==> src/hw/rtl/dfce_pkg.sv <==
`timescale 1ns / 1ps

package dfce_pkg;

   localparam int CHANNELS  = 64;
   localparam int CMD_BYTES = 20;

   localparam int CH_AW  = (CHANNELS > 1) ? $clog2(CHANNELS) : 1;
   localparam int BUF_AW = $clog2(CMD_BYTES);
   localparam int LEN_W  = $clog2(CMD_BYTES + 1);

   localparam logic [7:0] CHAR_S     = 8'h53;
   localparam logic [7:0] CHAR_F     = 8'h46;
   localparam logic [7:0] CHAR_V     = 8'h56;
   localparam logic [7:0] CHAR_P     = 8'h50;
   localparam logic [7:0] CHAR_E     = 8'h45;
   localparam logic [7:0] CHAR_ZERO  = 8'h30;
   localparam logic [7:0] CHAR_NINE  = 8'h39;
   localparam logic [7:0] CHAR_SPACE = 8'd32;

   localparam logic OP_BYTE = 1'b0;
   localparam logic OP_TICK = 1'b1;

   localparam logic [1:0] KIND_LEVEL    = 2'd0;
   localparam logic [1:0] KIND_ACK      = 2'd1;
   localparam logic [1:0] KIND_OVERFLOW = 2'd2;

   typedef enum logic [3:0] {
      ST_IDLE,
      ST_BYTE,
      ST_RESP,
      ST_TRD,
      ST_TCHK,
      ST_DIV,
      ST_WB,
      ST_EMIT,
      ST_ADV,
      ST_FLUSH
   } state_type;

   typedef struct packed {
      logic       opcode;
      logic [7:0] rx_byte;
      logic [7:0] elapsed_periods;
   } req_type;

   typedef struct packed {
      logic [1:0] kind;
      logic [5:0] channel;
      logic [7:0] level;
      logic       last;
   } rsp_type;

endpackage

==> src/hw/rtl/dmx_fade_command_engine_core.sv <==
`timescale 1ns / 1ps

// DMX fade command engine. Serial command bytes (opcode 0) build up a
// command; a byte of 32 or below clears it, a twentieth byte clears it and
// returns one overflow beat, and a closing 'E' decodes ScccVxxxE or
// FcccVxxxPnnnE and returns one acknowledge beat. A byte that causes a beat
// passes through the decode and response states and waits in the response
// state while the output stalls. A fade tick (opcode 1) walks all 64 channels
// through one shared datapath: each channel passes through the table read,
// the check and the advance (the 8x8 multiply shares the check state). A
// channel that jumps adds a writeback and an emit, and a channel still fading
// adds a restoring divider as well. Stalls on the result side can hold a tick.
// Each changed level goes out as one beat; the final beat of a tick carries
// last. The request side is not ready while an item is in work.

module dmx_fade_command_engine_core (
   input  logic              clock,
   input  logic              reset,
   input  logic              req_valid,
   output logic              req_ready,
   input  dfce_pkg::req_type req_data,
   output logic              rsp_valid,
   input  logic              rsp_ready,
   output dfce_pkg::rsp_type rsp_data
);

   localparam int CH_AW  = dfce_pkg::CH_AW;
   localparam int LEN_W  = dfce_pkg::LEN_W;

   dfce_pkg::state_type state_ff, state_in;

   // command buffer and length
   logic [7:0]       buf_ff [dfce_pkg::CMD_BYTES];
   logic [7:0]       buf_in [dfce_pkg::CMD_BYTES];
   logic [LEN_W-1:0] len_ff, len_in;
   logic             ovf_ff, ovf_in;

   // tick walk
   logic [CH_AW-1:0] idx_ff, idx_in;
   logic [7:0]       el_ff, el_in;
   logic [7:0]       lvl_ff, lvl_in;
   logic [7:0]       tgt_ff, tgt_in;
   logic [7:0]       stp_ff, stp_in;
   logic [7:0]       nv_ff, nv_in;
   logic             chg_ff, chg_in;
   logic [7:0]       rem_ff, rem_in;
   logic [15:0]      quo_ff, quo_in;
   logic [3:0]       cnt_ff, cnt_in;

   // held result, sent once the next one (or the end of the tick) is known
   logic             pend_valid_ff, pend_valid_in;
   logic [CH_AW-1:0] pend_ch_ff, pend_ch_in;
   logic [7:0]       pend_lvl_ff, pend_lvl_in;

   logic              rsp_valid_ff, rsp_valid_in;
   dfce_pkg::rsp_type rsp_data_ff, rsp_data_in;

   // per-entry valid bits give the all-zero reset of the channel tables
   logic [dfce_pkg::CHANNELS-1:0] lvl_vld_ff, lvl_vld_in;
   logic [dfce_pkg::CHANNELS-1:0] tgt_vld_ff, tgt_vld_in;
   logic [dfce_pkg::CHANNELS-1:0] stp_vld_ff, stp_vld_in;
   logic                          lvl_rv_ff, tgt_rv_ff, stp_rv_ff;

   logic             lvl_we, tgt_we, stp_we;
   logic [CH_AW-1:0] tgt_wa, stp_wa;
   logic [7:0]       lvl_wd, tgt_wd, stp_wd;
   logic [7:0]       lvl_rd, tgt_rd, stp_rd;
   logic [7:0]       lvl_q, tgt_q, stp_q;

   logic       req_fire, out_free;
   logic [7:0] pos [13];
   logic [9:0] num_chan, num_val, num_per;
   logic       dig_chan, dig_val, dig_per;
   logic       cmd_s, cmd_f;
   logic [8:0] div_sh;
   logic       div_ge;
   logic [7:0] absd;
   logic       up;

   dfce_ram #(.WIDTH(8), .DEPTH(dfce_pkg::CHANNELS)) u_lvl_ram (
      .clock   (clock),
      .wr_en   (lvl_we),
      .wr_addr (idx_ff),
      .wr_data (lvl_wd),
      .rd_addr (idx_ff),
      .rd_data (lvl_rd)
   );

   dfce_ram #(.WIDTH(8), .DEPTH(dfce_pkg::CHANNELS)) u_tgt_ram (
      .clock   (clock),
      .wr_en   (tgt_we),
      .wr_addr (tgt_wa),
      .wr_data (tgt_wd),
      .rd_addr (idx_ff),
      .rd_data (tgt_rd)
   );

   dfce_ram #(.WIDTH(8), .DEPTH(dfce_pkg::CHANNELS)) u_stp_ram (
      .clock   (clock),
      .wr_en   (stp_we),
      .wr_addr (stp_wa),
      .wr_data (stp_wd),
      .rd_addr (idx_ff),
      .rd_data (stp_rd)
   );

   assign lvl_q = lvl_rv_ff ? lvl_rd : 8'd0;
   assign tgt_q = tgt_rv_ff ? tgt_rd : 8'd0;
   assign stp_q = stp_rv_ff ? stp_rd : 8'd0;

   assign req_ready = (state_ff == dfce_pkg::ST_IDLE);
   assign req_fire  = req_valid && req_ready;
   assign out_free  = !rsp_valid_ff || rsp_ready;
   assign rsp_valid = rsp_valid_ff;
   assign rsp_data  = rsp_data_ff;

   // buffer positions at or past the length read as zero
   always_comb begin
      for (int k = 0; k < 13; k++) begin
         pos[k] = (LEN_W'(k) < len_ff) ? buf_ff[k] : 8'd0;
      end
   end

   function automatic logic is_digit(input logic [7:0] c);
      return (c >= dfce_pkg::CHAR_ZERO) && (c <= dfce_pkg::CHAR_NINE);
   endfunction

   function automatic logic [9:0] num3(input logic [7:0] a, input logic [7:0] b,
                                       input logic [7:0] c);
      logic [3:0] da, db, dc;
      da = 4'(a - dfce_pkg::CHAR_ZERO);
      db = 4'(b - dfce_pkg::CHAR_ZERO);
      dc = 4'(c - dfce_pkg::CHAR_ZERO);
      return (10'(da) * 10'd100) + (10'(db) * 10'd10) + 10'(dc);
   endfunction

   assign dig_chan = is_digit(pos[1]) && is_digit(pos[2]) && is_digit(pos[3]);
   assign dig_val  = is_digit(pos[5]) && is_digit(pos[6]) && is_digit(pos[7]);
   assign dig_per  = is_digit(pos[9]) && is_digit(pos[10]) && is_digit(pos[11]);
   assign num_chan = num3(pos[1], pos[2], pos[3]);
   assign num_val  = num3(pos[5], pos[6], pos[7]);
   assign num_per  = num3(pos[9], pos[10], pos[11]);

   assign cmd_s = (pos[0] == dfce_pkg::CHAR_S) && (pos[4] == dfce_pkg::CHAR_V) &&
                  (pos[8] == dfce_pkg::CHAR_E) && dig_chan && dig_val &&
                  (num_chan < 10'(dfce_pkg::CHANNELS));
   assign cmd_f = (pos[0] == dfce_pkg::CHAR_F) && (pos[4] == dfce_pkg::CHAR_V) &&
                  (pos[8] == dfce_pkg::CHAR_P) && (pos[12] == dfce_pkg::CHAR_E) &&
                  dig_chan && dig_val && dig_per &&
                  (num_chan < 10'(dfce_pkg::CHANNELS));

   // shared divider step and fade direction
   assign div_sh = {rem_ff, quo_ff[15]};
   assign div_ge = div_sh >= {1'b0, stp_ff};
   assign up     = tgt_ff > lvl_ff;
   assign absd   = up ? (tgt_ff - lvl_ff) : (lvl_ff - tgt_ff);

   // next state
   always_comb begin
      state_in = state_ff;
      case (state_ff)
         dfce_pkg::ST_IDLE: begin
            if (req_fire) begin
               if (req_data.opcode == dfce_pkg::OP_TICK) begin
                  state_in = dfce_pkg::ST_TRD;
               end else if (req_data.rx_byte > dfce_pkg::CHAR_SPACE &&
                            ((len_ff + 1'b1) > LEN_W'(dfce_pkg::CMD_BYTES - 1) ||
                             req_data.rx_byte == dfce_pkg::CHAR_E)) begin
                  state_in = dfce_pkg::ST_BYTE;
               end
            end
         end
         dfce_pkg::ST_BYTE: state_in = dfce_pkg::ST_RESP;
         dfce_pkg::ST_RESP: begin
            if (out_free) state_in = dfce_pkg::ST_IDLE;
         end
         dfce_pkg::ST_TRD:  state_in = dfce_pkg::ST_TCHK;
         dfce_pkg::ST_TCHK: begin
            if (lvl_q == tgt_q) state_in = dfce_pkg::ST_ADV;
            else if (stp_q == 8'd0) state_in = dfce_pkg::ST_WB;
            else state_in = dfce_pkg::ST_DIV;
         end
         dfce_pkg::ST_DIV: begin
            if (cnt_ff == 4'd15) state_in = dfce_pkg::ST_WB;
         end
         dfce_pkg::ST_WB: begin
            state_in = (chg_in) ? dfce_pkg::ST_EMIT : dfce_pkg::ST_ADV;
         end
         dfce_pkg::ST_EMIT: begin
            if (!pend_valid_ff || out_free) state_in = dfce_pkg::ST_ADV;
         end
         dfce_pkg::ST_ADV: begin
            state_in = (idx_ff == CH_AW'(dfce_pkg::CHANNELS - 1)) ?
                       dfce_pkg::ST_FLUSH : dfce_pkg::ST_TRD;
         end
         dfce_pkg::ST_FLUSH: begin
            if (!pend_valid_ff || out_free) state_in = dfce_pkg::ST_IDLE;
         end
         default: state_in = dfce_pkg::ST_IDLE;
      endcase
   end

   // datapath and outputs
   always_comb begin
      buf_in        = buf_ff;
      len_in        = len_ff;
      ovf_in        = ovf_ff;
      idx_in        = idx_ff;
      el_in         = el_ff;
      lvl_in        = lvl_ff;
      tgt_in        = tgt_ff;
      stp_in        = stp_ff;
      nv_in         = nv_ff;
      chg_in        = chg_ff;
      rem_in        = rem_ff;
      quo_in        = quo_ff;
      cnt_in        = cnt_ff;
      pend_valid_in = pend_valid_ff;
      pend_ch_in    = pend_ch_ff;
      pend_lvl_in   = pend_lvl_ff;
      rsp_valid_in  = rsp_valid_ff && !rsp_ready;
      rsp_data_in   = rsp_data_ff;
      lvl_vld_in    = lvl_vld_ff;
      tgt_vld_in    = tgt_vld_ff;
      stp_vld_in    = stp_vld_ff;
      lvl_we        = 1'b0;
      lvl_wd        = nv_ff;
      tgt_we        = 1'b0;
      tgt_wa        = num_chan[CH_AW-1:0];
      tgt_wd        = num_val[7:0];
      stp_we        = 1'b0;
      stp_wa        = idx_ff;
      stp_wd        = 8'd0;

      case (state_ff)
         dfce_pkg::ST_IDLE: begin
            if (req_fire) begin
               if (req_data.opcode == dfce_pkg::OP_TICK) begin
                  el_in         = req_data.elapsed_periods;
                  idx_in        = '0;
                  pend_valid_in = 1'b0;
               end else if (req_data.rx_byte > dfce_pkg::CHAR_SPACE) begin
                  for (int i = 0; i < dfce_pkg::CMD_BYTES; i++) begin
                     if (len_ff == LEN_W'(i)) buf_in[i] = req_data.rx_byte;
                  end
                  len_in = len_ff + 1'b1;
                  ovf_in = (len_ff + 1'b1) > LEN_W'(dfce_pkg::CMD_BYTES - 1);
               end else begin
                  len_in = '0;
               end
            end
         end
         dfce_pkg::ST_BYTE: begin
            // decode against the buffer, closing byte included
            if (!ovf_ff && (cmd_s || cmd_f)) begin
               tgt_we = 1'b1;
               stp_we = 1'b1;
               stp_wa = num_chan[CH_AW-1:0];
               stp_wd = cmd_s ? 8'd1 : num_per[7:0];
               tgt_vld_in[num_chan[CH_AW-1:0]] = 1'b1;
               stp_vld_in[num_chan[CH_AW-1:0]] = 1'b1;
            end
            len_in = '0;
         end
         dfce_pkg::ST_RESP: begin
            if (out_free) begin
               rsp_valid_in        = 1'b1;
               rsp_data_in.kind    = ovf_ff ? dfce_pkg::KIND_OVERFLOW : dfce_pkg::KIND_ACK;
               rsp_data_in.channel = 6'd0;
               rsp_data_in.level   = 8'd0;
               rsp_data_in.last    = 1'b1;
            end
         end
         dfce_pkg::ST_TCHK: begin
            lvl_in = lvl_q;
            tgt_in = tgt_q;
            stp_in = stp_q;
            rem_in = 8'd0;
            cnt_in = 4'd0;
            quo_in = (lvl_q > tgt_q) ? (lvl_q - tgt_q) * el_ff : (tgt_q - lvl_q) * el_ff;
         end
         dfce_pkg::ST_DIV: begin
            rem_in = div_ge ? 8'(div_sh - {1'b0, stp_ff}) : div_sh[7:0];
            quo_in = {quo_ff[14:0], div_ge};
            cnt_in = cnt_ff + 1'b1;
         end
         dfce_pkg::ST_WB: begin
            if (stp_ff == 8'd0) begin
               nv_in  = tgt_ff;
               chg_in = 1'b1;
            end else begin
               // clamp at the target instead of overshooting
               if (quo_ff >= {8'd0, absd}) nv_in = tgt_ff;
               else nv_in = up ? (lvl_ff + quo_ff[7:0]) : (lvl_ff - quo_ff[7:0]);
               chg_in = (quo_ff != 16'd0);
               stp_we = 1'b1;
               stp_wd = (stp_ff < el_ff) ? 8'd0 : (stp_ff - el_ff);
               stp_vld_in[idx_ff] = 1'b1;
            end
            lvl_we = chg_in;
            lvl_wd = nv_in;
            if (chg_in) lvl_vld_in[idx_ff] = 1'b1;
         end
         dfce_pkg::ST_EMIT: begin
            if (!pend_valid_ff || out_free) begin
               if (pend_valid_ff) begin
                  rsp_valid_in        = 1'b1;
                  rsp_data_in.kind    = dfce_pkg::KIND_LEVEL;
                  rsp_data_in.channel = 6'(pend_ch_ff);
                  rsp_data_in.level   = pend_lvl_ff;
                  rsp_data_in.last    = 1'b0;
               end
               pend_valid_in = 1'b1;
               pend_ch_in    = idx_ff;
               pend_lvl_in   = nv_ff;
            end
         end
         dfce_pkg::ST_ADV: begin
            if (idx_ff != CH_AW'(dfce_pkg::CHANNELS - 1)) idx_in = idx_ff + 1'b1;
         end
         dfce_pkg::ST_FLUSH: begin
            if (pend_valid_ff && out_free) begin
               rsp_valid_in        = 1'b1;
               rsp_data_in.kind    = dfce_pkg::KIND_LEVEL;
               rsp_data_in.channel = 6'(pend_ch_ff);
               rsp_data_in.level   = pend_lvl_ff;
               rsp_data_in.last    = 1'b1;
               pend_valid_in       = 1'b0;
            end
         end
         default: begin
         end
      endcase
   end

   always_ff @(posedge clock) begin
      if (reset) begin
         state_ff      <= dfce_pkg::ST_IDLE;
         len_ff        <= '0;
         pend_valid_ff <= 1'b0;
         rsp_valid_ff  <= 1'b0;
         lvl_vld_ff    <= '0;
         tgt_vld_ff    <= '0;
         stp_vld_ff    <= '0;
      end else begin
         state_ff      <= state_in;
         len_ff        <= len_in;
         pend_valid_ff <= pend_valid_in;
         rsp_valid_ff  <= rsp_valid_in;
         lvl_vld_ff    <= lvl_vld_in;
         tgt_vld_ff    <= tgt_vld_in;
         stp_vld_ff    <= stp_vld_in;
      end
   end

   always_ff @(posedge clock) begin
      buf_ff      <= buf_in;
      ovf_ff      <= ovf_in;
      idx_ff      <= idx_in;
      el_ff       <= el_in;
      lvl_ff      <= lvl_in;
      tgt_ff      <= tgt_in;
      stp_ff      <= stp_in;
      nv_ff       <= nv_in;
      chg_ff      <= chg_in;
      rem_ff      <= rem_in;
      quo_ff      <= quo_in;
      cnt_ff      <= cnt_in;
      pend_ch_ff  <= pend_ch_in;
      pend_lvl_ff <= pend_lvl_in;
      rsp_data_ff <= rsp_data_in;
      // valid bits follow the read address with the same latency as the data
      lvl_rv_ff   <= lvl_vld_ff[idx_ff];
      tgt_rv_ff   <= tgt_vld_ff[idx_ff];
      stp_rv_ff   <= stp_vld_ff[idx_ff];
   end

   // a held level beat never survives into idle
   a_no_pend_idle: assert property (@(posedge clock) disable iff (reset)
      req_ready |-> !pend_valid_ff)
      else $error("held level beat left behind at idle");

   // once taken, a tick keeps the request side closed for the next cycle
   a_busy_after_accept: assert property (@(posedge clock) disable iff (reset)
      (req_fire && req_data.opcode == dfce_pkg::OP_TICK) |=> !req_ready)
      else $error("request accepted during a tick walk");

   // the divider only runs on a nonzero step count
   a_div_nonzero: assert property (@(posedge clock) disable iff (reset)
      (state_ff == dfce_pkg::ST_DIV) |-> (stp_ff != 8'd0))
      else $error("divide by zero steps");

endmodule

==> src/hw/rtl/dfce_ram.sv <==
`timescale 1ns / 1ps

module dfce_ram #(
   parameter int WIDTH = 8,
   parameter int DEPTH = 64
) (
   input  logic                                        clock,
   input  logic                                        wr_en,
   input  logic [((DEPTH > 1) ? $clog2(DEPTH) : 1)-1:0] wr_addr,
   input  logic [WIDTH-1:0]                            wr_data,
   input  logic [((DEPTH > 1) ? $clog2(DEPTH) : 1)-1:0] rd_addr,
   output logic [WIDTH-1:0]                            rd_data
);

   logic [WIDTH-1:0] mem_ff [DEPTH];
   logic [WIDTH-1:0] rd_data_ff;

   always_ff @(posedge clock) begin
      if (wr_en) begin
         mem_ff[wr_addr] <= wr_data;
      end
      rd_data_ff <= mem_ff[rd_addr];
   end

   assign rd_data = rd_data_ff;

endmodule
==> config.mk <==
export PLATFORM = sky130hd
export DESIGN_NAME = dmx_fade_command_engine_core
export DESIGN_NICKNAME = d
export VERILOG_FILES = /design/src/hw/rtl/dfce_pkg.sv /design/src/hw/rtl/dmx_fade_command_engine_core.sv /design/src/hw/rtl/dfce_ram.sv
export SDC_FILE = /design/constraint.sdc
export NUM_CORES = 2
export LEC_CHECK = 0
export BUFFER_PORTS_ARGS = -buffer_cell sky130_fd_sc_hd__buf_4
export CORE_MARGIN = 2
export CORE_UTILIZATION = 25
export CTS_BUF_LIST = sky130_fd_sc_hd__clkbuf_4 sky130_fd_sc_hd__clkbuf_8
export DETAILED_ROUTE_END_ITERATION = 7
export GPL_TIMING_DRIVEN = 0
export PLACE_DENSITY = 0.45
export SYNTH_ARGS = -nofsm -noshare
export SYNTH_HDL_FRONTEND = slang
export SYNTH_SLANG_ARGS = --single-unit
==> constraint.sdc <==
create_clock -name clock -period 8.8 [get_ports clock]
set_input_delay 0.88 -clock clock [delete_from_list [all_inputs] [get_ports clock]]
set_output_delay 0.88 -clock clock [all_outputs]
set_load 0.03 [all_outputs]
# Word level (Yosys, flattened, before mapping)
# Memory sizes are Yosys's and may differ from the RTL's. A register that Yosys moved wholly into a read port is not among the register bits.
# Cells that the tools add are included.
# word_totals
register_bits	417
latch_bits	0
ram_bits	1536
rom_bits	0
output_inout_bits	19
memories	3
# memory_table
name	depth	word_bits	rd	rd_clocked_by_memory_dff	write_ports	line_no	text
u_lvl_ram.mem_ff	64	8	1	1	1	dfce_ram.sv:15	logic [WIDTH-1:0] mem_ff [DEPTH];
u_stp_ram.mem_ff	64	8	1	1	1	dfce_ram.sv:15	
u_tgt_ram.mem_ff	64	8	1	1	1	dfce_ram.sv:15	
# classes
addsub	26
mul	8
div_mod_pow	0
order_cmp	43
n_eq_ne	45
n_shift	0
muxes	96
n_bitwise	5
reduce_logical	77
# op_table
op	n
$or A64 B64 Y64	4
$mux W8	26
$mux W64	2
$pmux W64 S2	1
$reduce_and A5 Y1	15
$ge A8 B6 Y1 const B	9
$le A8 B6 Y1 const B	9
$mux W17	4
$eq A8 B7 Y1 const B	7
$pmux W17 S3	1
$mux W4	10
$pmux W4 S10	1
$sub A8 B8 Y8	5
$sub A4 B1 Y4 const B	9
$logic_and A1 B1 Y1	34
$mul A9 B9 Y16	2
$pmux W16 S2	1
$pmux W8 S2	2
$mux W6	5
$mux W1	26
$eq A5 B4 Y1 const B	5
$lt A4 B5 Y1 const A	5
$add A8 B8 Y8	3
$mul A4 B3 Y7 const B	3
57 further kinds	111

# Longest topological paths before layout
# logic_depth
depth_word	16
depth_mapped	29

# Modules after synthesis
# From an unflattened synthesis, not the netlist that was laid out.
# unflattened
cells_unflattened	5680
hier_area_um2	87655.3
# by_module_without_submodules
module	instances	cells_each	area_per_inst_um2	seq_area_each_um2
dfce_ram (u_stp_ram ...)	2	940	20166.8	15534.9
dmx_fade_command_engine_core	1	2828	27131.0	10349.9
dfce_ram (u_lvl_ram)	1	972	20190.6	15534.9

# Worst setup path after synthesis
# Ideal clock, no wire load.
# synth_path
path_type	flip-flop to flip-flop
from	register tgt_ff[0]
to	memory u_lvl_ram.mem_ff[0][1], data pin
setup_ps	709
t_arrival_ps	6559
required_time_ps	8091
setup_slack_ps	1533
stages_incl_launch_ff	19
period_less_slack_ps	7267
cell_sequence	edfxtp_1 -> inv_1 -> ha_1 -> inv_1 -> fa_1 -> a211oi_1 -> o21ai_0 -> nand2_1 -> buf_1 -> mux2i_1 -> nor2_1 -> o21ai_0 -> a21oi_1 -> xnor2_1 -> ha_1 -> o21a_1 -> a211oi_2 -> mux2i_1 -> o21ai_0
# synth_via
elab_chain_cells	6
elab_cells_between_ends	9
classes_between	add/sub: 2; order compare: 2; mux: 5
# synth_lines
item	line_no	text
from (decl)	dmx_fade_command_engine_core.sv:42	logic [7:0] tgt_ff, tgt_in;
from (signal assigned)	dmx_fade_command_engine_core.sv:362	tgt_ff <= tgt_in;
$sub A8 B8 Y8 or $gt A8 B8 Y1 (tied branches)	dmx_fade_command_engine_core.sv:156, dmx_fade_command_engine_core.sv:155	
$mux W8	dmx_fade_command_engine_core.sv:156	assign absd = up ? (tgt_ff - lvl_ff) : (lvl_ff - tgt_ff);
$ge A16 B8 Y1	dmx_fade_command_engine_core.sv:293	if (quo_ff >= {8'd0, absd}) nv_in = tgt_ff;
$mux W8 (*)	dmx_fade_command_engine_core.sv:293	
$mux W8 (*)	dmx_fade_command_engine_core.sv:288	if (stp_ff == 8'd0) begin
$mux W8 (*)	--	
net lvl_wd[1]	dmx_fade_command_engine_core.sv:66	logic [7:0] lvl_wd, tgt_wd, stp_wd;
to (decl)	dfce_ram.sv:15	
# The timed path passes the listed nets; every way through them passes the cells marked *.

# Worst setup path in the final report
# layout_path
from	register tgt_rv_ff
to	register quo_ff[15], data pin
# layout_via
elab_chain_cells	5
elab_cells_between_ends	8
classes_between	add/sub: 2; mul: 2; order compare: 1; mux: 3
# layout_lines
item	line_no	text
from (decl)	dmx_fade_command_engine_core.sv:62	logic lvl_rv_ff, tgt_rv_ff, stp_rv_ff;
from (signal assigned)	dmx_fade_command_engine_core.sv:374	tgt_rv_ff <= tgt_vld_ff[idx_ff];
$mux W8 (*)	dmx_fade_command_engine_core.sv:108	assign tgt_q = tgt_rv_ff ? tgt_rd : 8'd0;
net tgt_q[1]	dmx_fade_command_engine_core.sv:68	logic [7:0] lvl_q, tgt_q, stp_q;
$sub A8 B8 Y9	dmx_fade_command_engine_core.sv:280	quo_in = (lvl_q > tgt_q) ? (lvl_q - tgt_q) * el_ff : (tgt_q - lvl_q) * el_ff;
$mul A9 B9 Y16	dmx_fade_command_engine_core.sv:280	
$mux W16 (*)	dmx_fade_command_engine_core.sv:280	
$pmux W16 S2 (*)	dmx_fade_command_engine_core.sv:235	case (state_ff)
net quo_in[15]	dmx_fade_command_engine_core.sv:47	logic [15:0] quo_ff, quo_in;
to (signal assigned)	dmx_fade_command_engine_core.sv:367	quo_ff <= quo_in;
to (decl)	dmx_fade_command_engine_core.sv:47	
# Marked as above.
# A chain may end at the register's enable or synchronous reset.

==> metrics.cfg <==
[floorplanning]
initial_core_util_pct=25.1
dieArea_sq_um=336000
placementRows=211
die_h_microns=580
die_w_microns=580
ios=40
core_area_sq_um=330000

[setup_path]
slowest_stage=a21oi_1
crit_end=quo_ff[15]
slowest_delay_ns=0.91
worstRegToRegCells=28
cp.required_ns=9.44
path_max_fanout=8
cp-startpoint=tgt_rv_ff
r2r_start=tgt_rv_ff
startpoint_type=flip-flop
critPathKind=flip-flop to flip-flop
critPathCaptureType=flip-flop
cp.arrival_ns=8.70
worst_r2r_endpoint=quo_ff[15]
r2r_slack_ns=0.74

[timing]
slew_viol_final=212
tightest_slew_ns=1.70
fin_skew_ns=0.176
whs_ns=0.132
setup_violations=0
hold_violations=0
fmax_mhz=124
period_minus_slack_ns=8.06
tns_ns=0
slew_headroom_pct=-13.2
rsz0062_at_grt=false
period_share_pct=91.5

[yosys]
synth_adder_area_share_pct=6.08
synth_fp_nets=6117
synth_compound_area_share_pct=13.6
synth-simple-area-share_pct=7.05
postSynthAreaPerCell_sq_um=14.4
syn_area_sq_um=82900
synth_warnings=0
synth_edf_count=1738
yosysSeqAreaShare_pct=68.7
synth_top_area_cell=edfxtp_1
synthArstFlopShare_pct=0
ys.flop_type=edfxtp_1
synth_xor_area_share_pct=1.13
synth-seq-cells=1976
synthDistinctLibCells=83
postSynthCellCount=5771
synth_mux_area_share_pct=0.550
synth_top_family_by_area=compound AO/OA/AOI/OAI gates
synth_top_area_share_pct=63.0
yosys-top-cells-area=edfxtp_1 63%, dfxtp_1 5.7%, a22oi_1 5.5%

[placed_design]
io_buffers=39
place_area_sq_um=91700
dp_hpwl_mm=278
place.gp.congestion=0.965

[power]
power.switching_mw=5.34
switching_share_pct=26.1
seqPwrFrac_pct=50.0
power_mw=20.4
powerDensity_nw_per_um2=207
p_int_mw=15.1
clockPowerShare_pct=41.6
ir_worst_vdd_mv=0.122
comb_power_share_pct=8.3
power.leakage_nw=33.2

[drt]
drt_iter0_drc=10700
final_antenna_net_count=0
vias=60600
viasPerCell=5.55
drc_errors=0
avgRoutedWirePerCell_microns=37.1
dr.pass1.iters=6
totalWireLength_mm=405

[clock_tree]
cts_tree=done
cts_max_path_buffers=4
worstSkewPairLatency_ns=1.08
cts.reportedPaths.clkPinSlew_ns=0.06
cts-root-buf=clkbuf_8
clock_sinks=1976
numCtsBuffers=336
cts_htree_levels=5
cts-resized-gates=0
post_cts_buffers=0
hold_buffers=0

[cells_and_area]
nets=6619
mostFrequentLayoutCell=edfxtp_1
drive_gt1_share_pct=15.3
area_growth_pct=18.8
final_cell_mix=1738 x edfxtp_1, 602 x a22oi_1, 404 x nor2_1
design_area_sq_um=98400

[global_routing]
antenna_found_initial=80
grt_pass1_vias=55900
grt_overflow_total=0
grt_util_all_layers_pct=23.2
grt_pass1_wl_mm=526
grt_max_degree=66

[min_path]
min_path_cells=1
hp-class=input port to flip-flop

[run]
drv_cap=17

[run_status]
outcome=finished, violations left
failed_checks=capacitance limit, slew limit

-- per-layer routing --
metal  part of all wire (%)  GRT usage [%]  wire [microns]
met4                    6.2           12.2           24900
met5                  0.075              0             304
met2                     42           33.4          168000
met1                     39           30.3          158000
met3                     13           8.39           53900
-- sequential cells by signal, summed over array words and instances, names as in the netlist, 16 cells and up --
register / flops
u_tgt_ram.mem_ff: 512
u_lvl_ram.mem_ff: 512
tgt_vld_ff: 64
lvl_vld_ff: 64
u_stp_ram.mem_ff: 512
quo_ff: 16
rsp_data: 17
stp_vld_ff: 64
buf_ff: 104
-- cell usage after synthesis (93+ instances only) --
| cell type | number |
|---|---|
| a21oi_1 | 245 |
| a221oi_1 | 137 |
| a22o_1 | 133 |
| a22oi_1 | 602 |
| a31oi_1 | 142 |
| and2_1 | 93 |
| clkbuf_1 | 263 |
| dfxtp_1 | 238 |
| edfxtp_1 | 1738 |
| fa_1 | 130 |
| ha_1 | 195 |
| inv_1 | 287 |
| nand2_1 | 183 |
| nand4_1 | 115 |
| nor2_1 | 412 |
-- critical path: cells and delay by family (launching register included) --
kind	cells	cell delay, ns
buf+inv	5	0.61
xor+xnor	1	0.18
compound gates	9	2.38
mux	1	0.43
fa+ha+maj	6	2.63
simple gates	6	1.22
flops	1	0.31
-- worst min-delay path by stage --
stage	to	slack [ns]	from
floorplan	pend_lvl_ff[0]	0.40	nv_ff[0]
global placement	pend_lvl_ff[5]	0.43	nv_ff[5]
detailed placement	pend_lvl_ff[1]	0.44	nv_ff[1]
CTS	el_ff[7]	0.09	req_data[7]
global route	el_ff[3]	0.09	req_data[3]
finish	el_ff[3]	0.13	req_data[3]
-- cell families (layout without fill, tap and decap cells) --
kind of cell / after synthesis / after routing
flip-flops: 1976 / 1976
AO/OA/AOI/OAI: 1566 / 1566
AND/OR/NAND/NOR: 1136 / 1136
buffers and inverters: 617 / 1378
adder cells (fa/ha/maj): 325 / 325
XOR/XNOR: 107 / 107
multiplexers: 44 / 44
other: 0 / 29
-- area by class of cell --
| type | count | area [sq um] |
|---|---|---|
| inverters | 288 | 1080 |
| repair buffers | 164 | 2850 |
| clock inverters | 116 | 757 |
| diodes | 29 | 72.6 |
| plain buffers | 329 | 1520 |
| fillers | 33200 | 232000 |
| well taps | 4366 | 5460 |
| multi-input cells | 3178 | 23800 |
| clock buffers | 481 | 5890 |
| flip-flops and latches | 1976 | 57000 |
-- power by group through the flow --
stage,logic (mW),clock network [mW],registers [mW]
2_1_floorplan,0.525,0,10.4
3_3_place_gp,1.45,0,10.4
3_5_place_dp,1.58,0,10.4
4_1_cts,1.59,8.50,10.2
5_1_grt,1.65,8.89,10.2
6_report,1.70,8.50,10.2
-- per-stage QoR --
step           cells  worst slack, ns  utilization (%)
3_5_place_dp   10300            0.785             27.8
3_3_place_gp   10200            -3.38             26.9
6_report       10900            0.745             29.8
2_1_floorplan   5771             1.53                -
4_1_cts        10900            0.782             29.8
5_1_grt        10900            0.363             29.8
(Power assumes the default switching activity.)
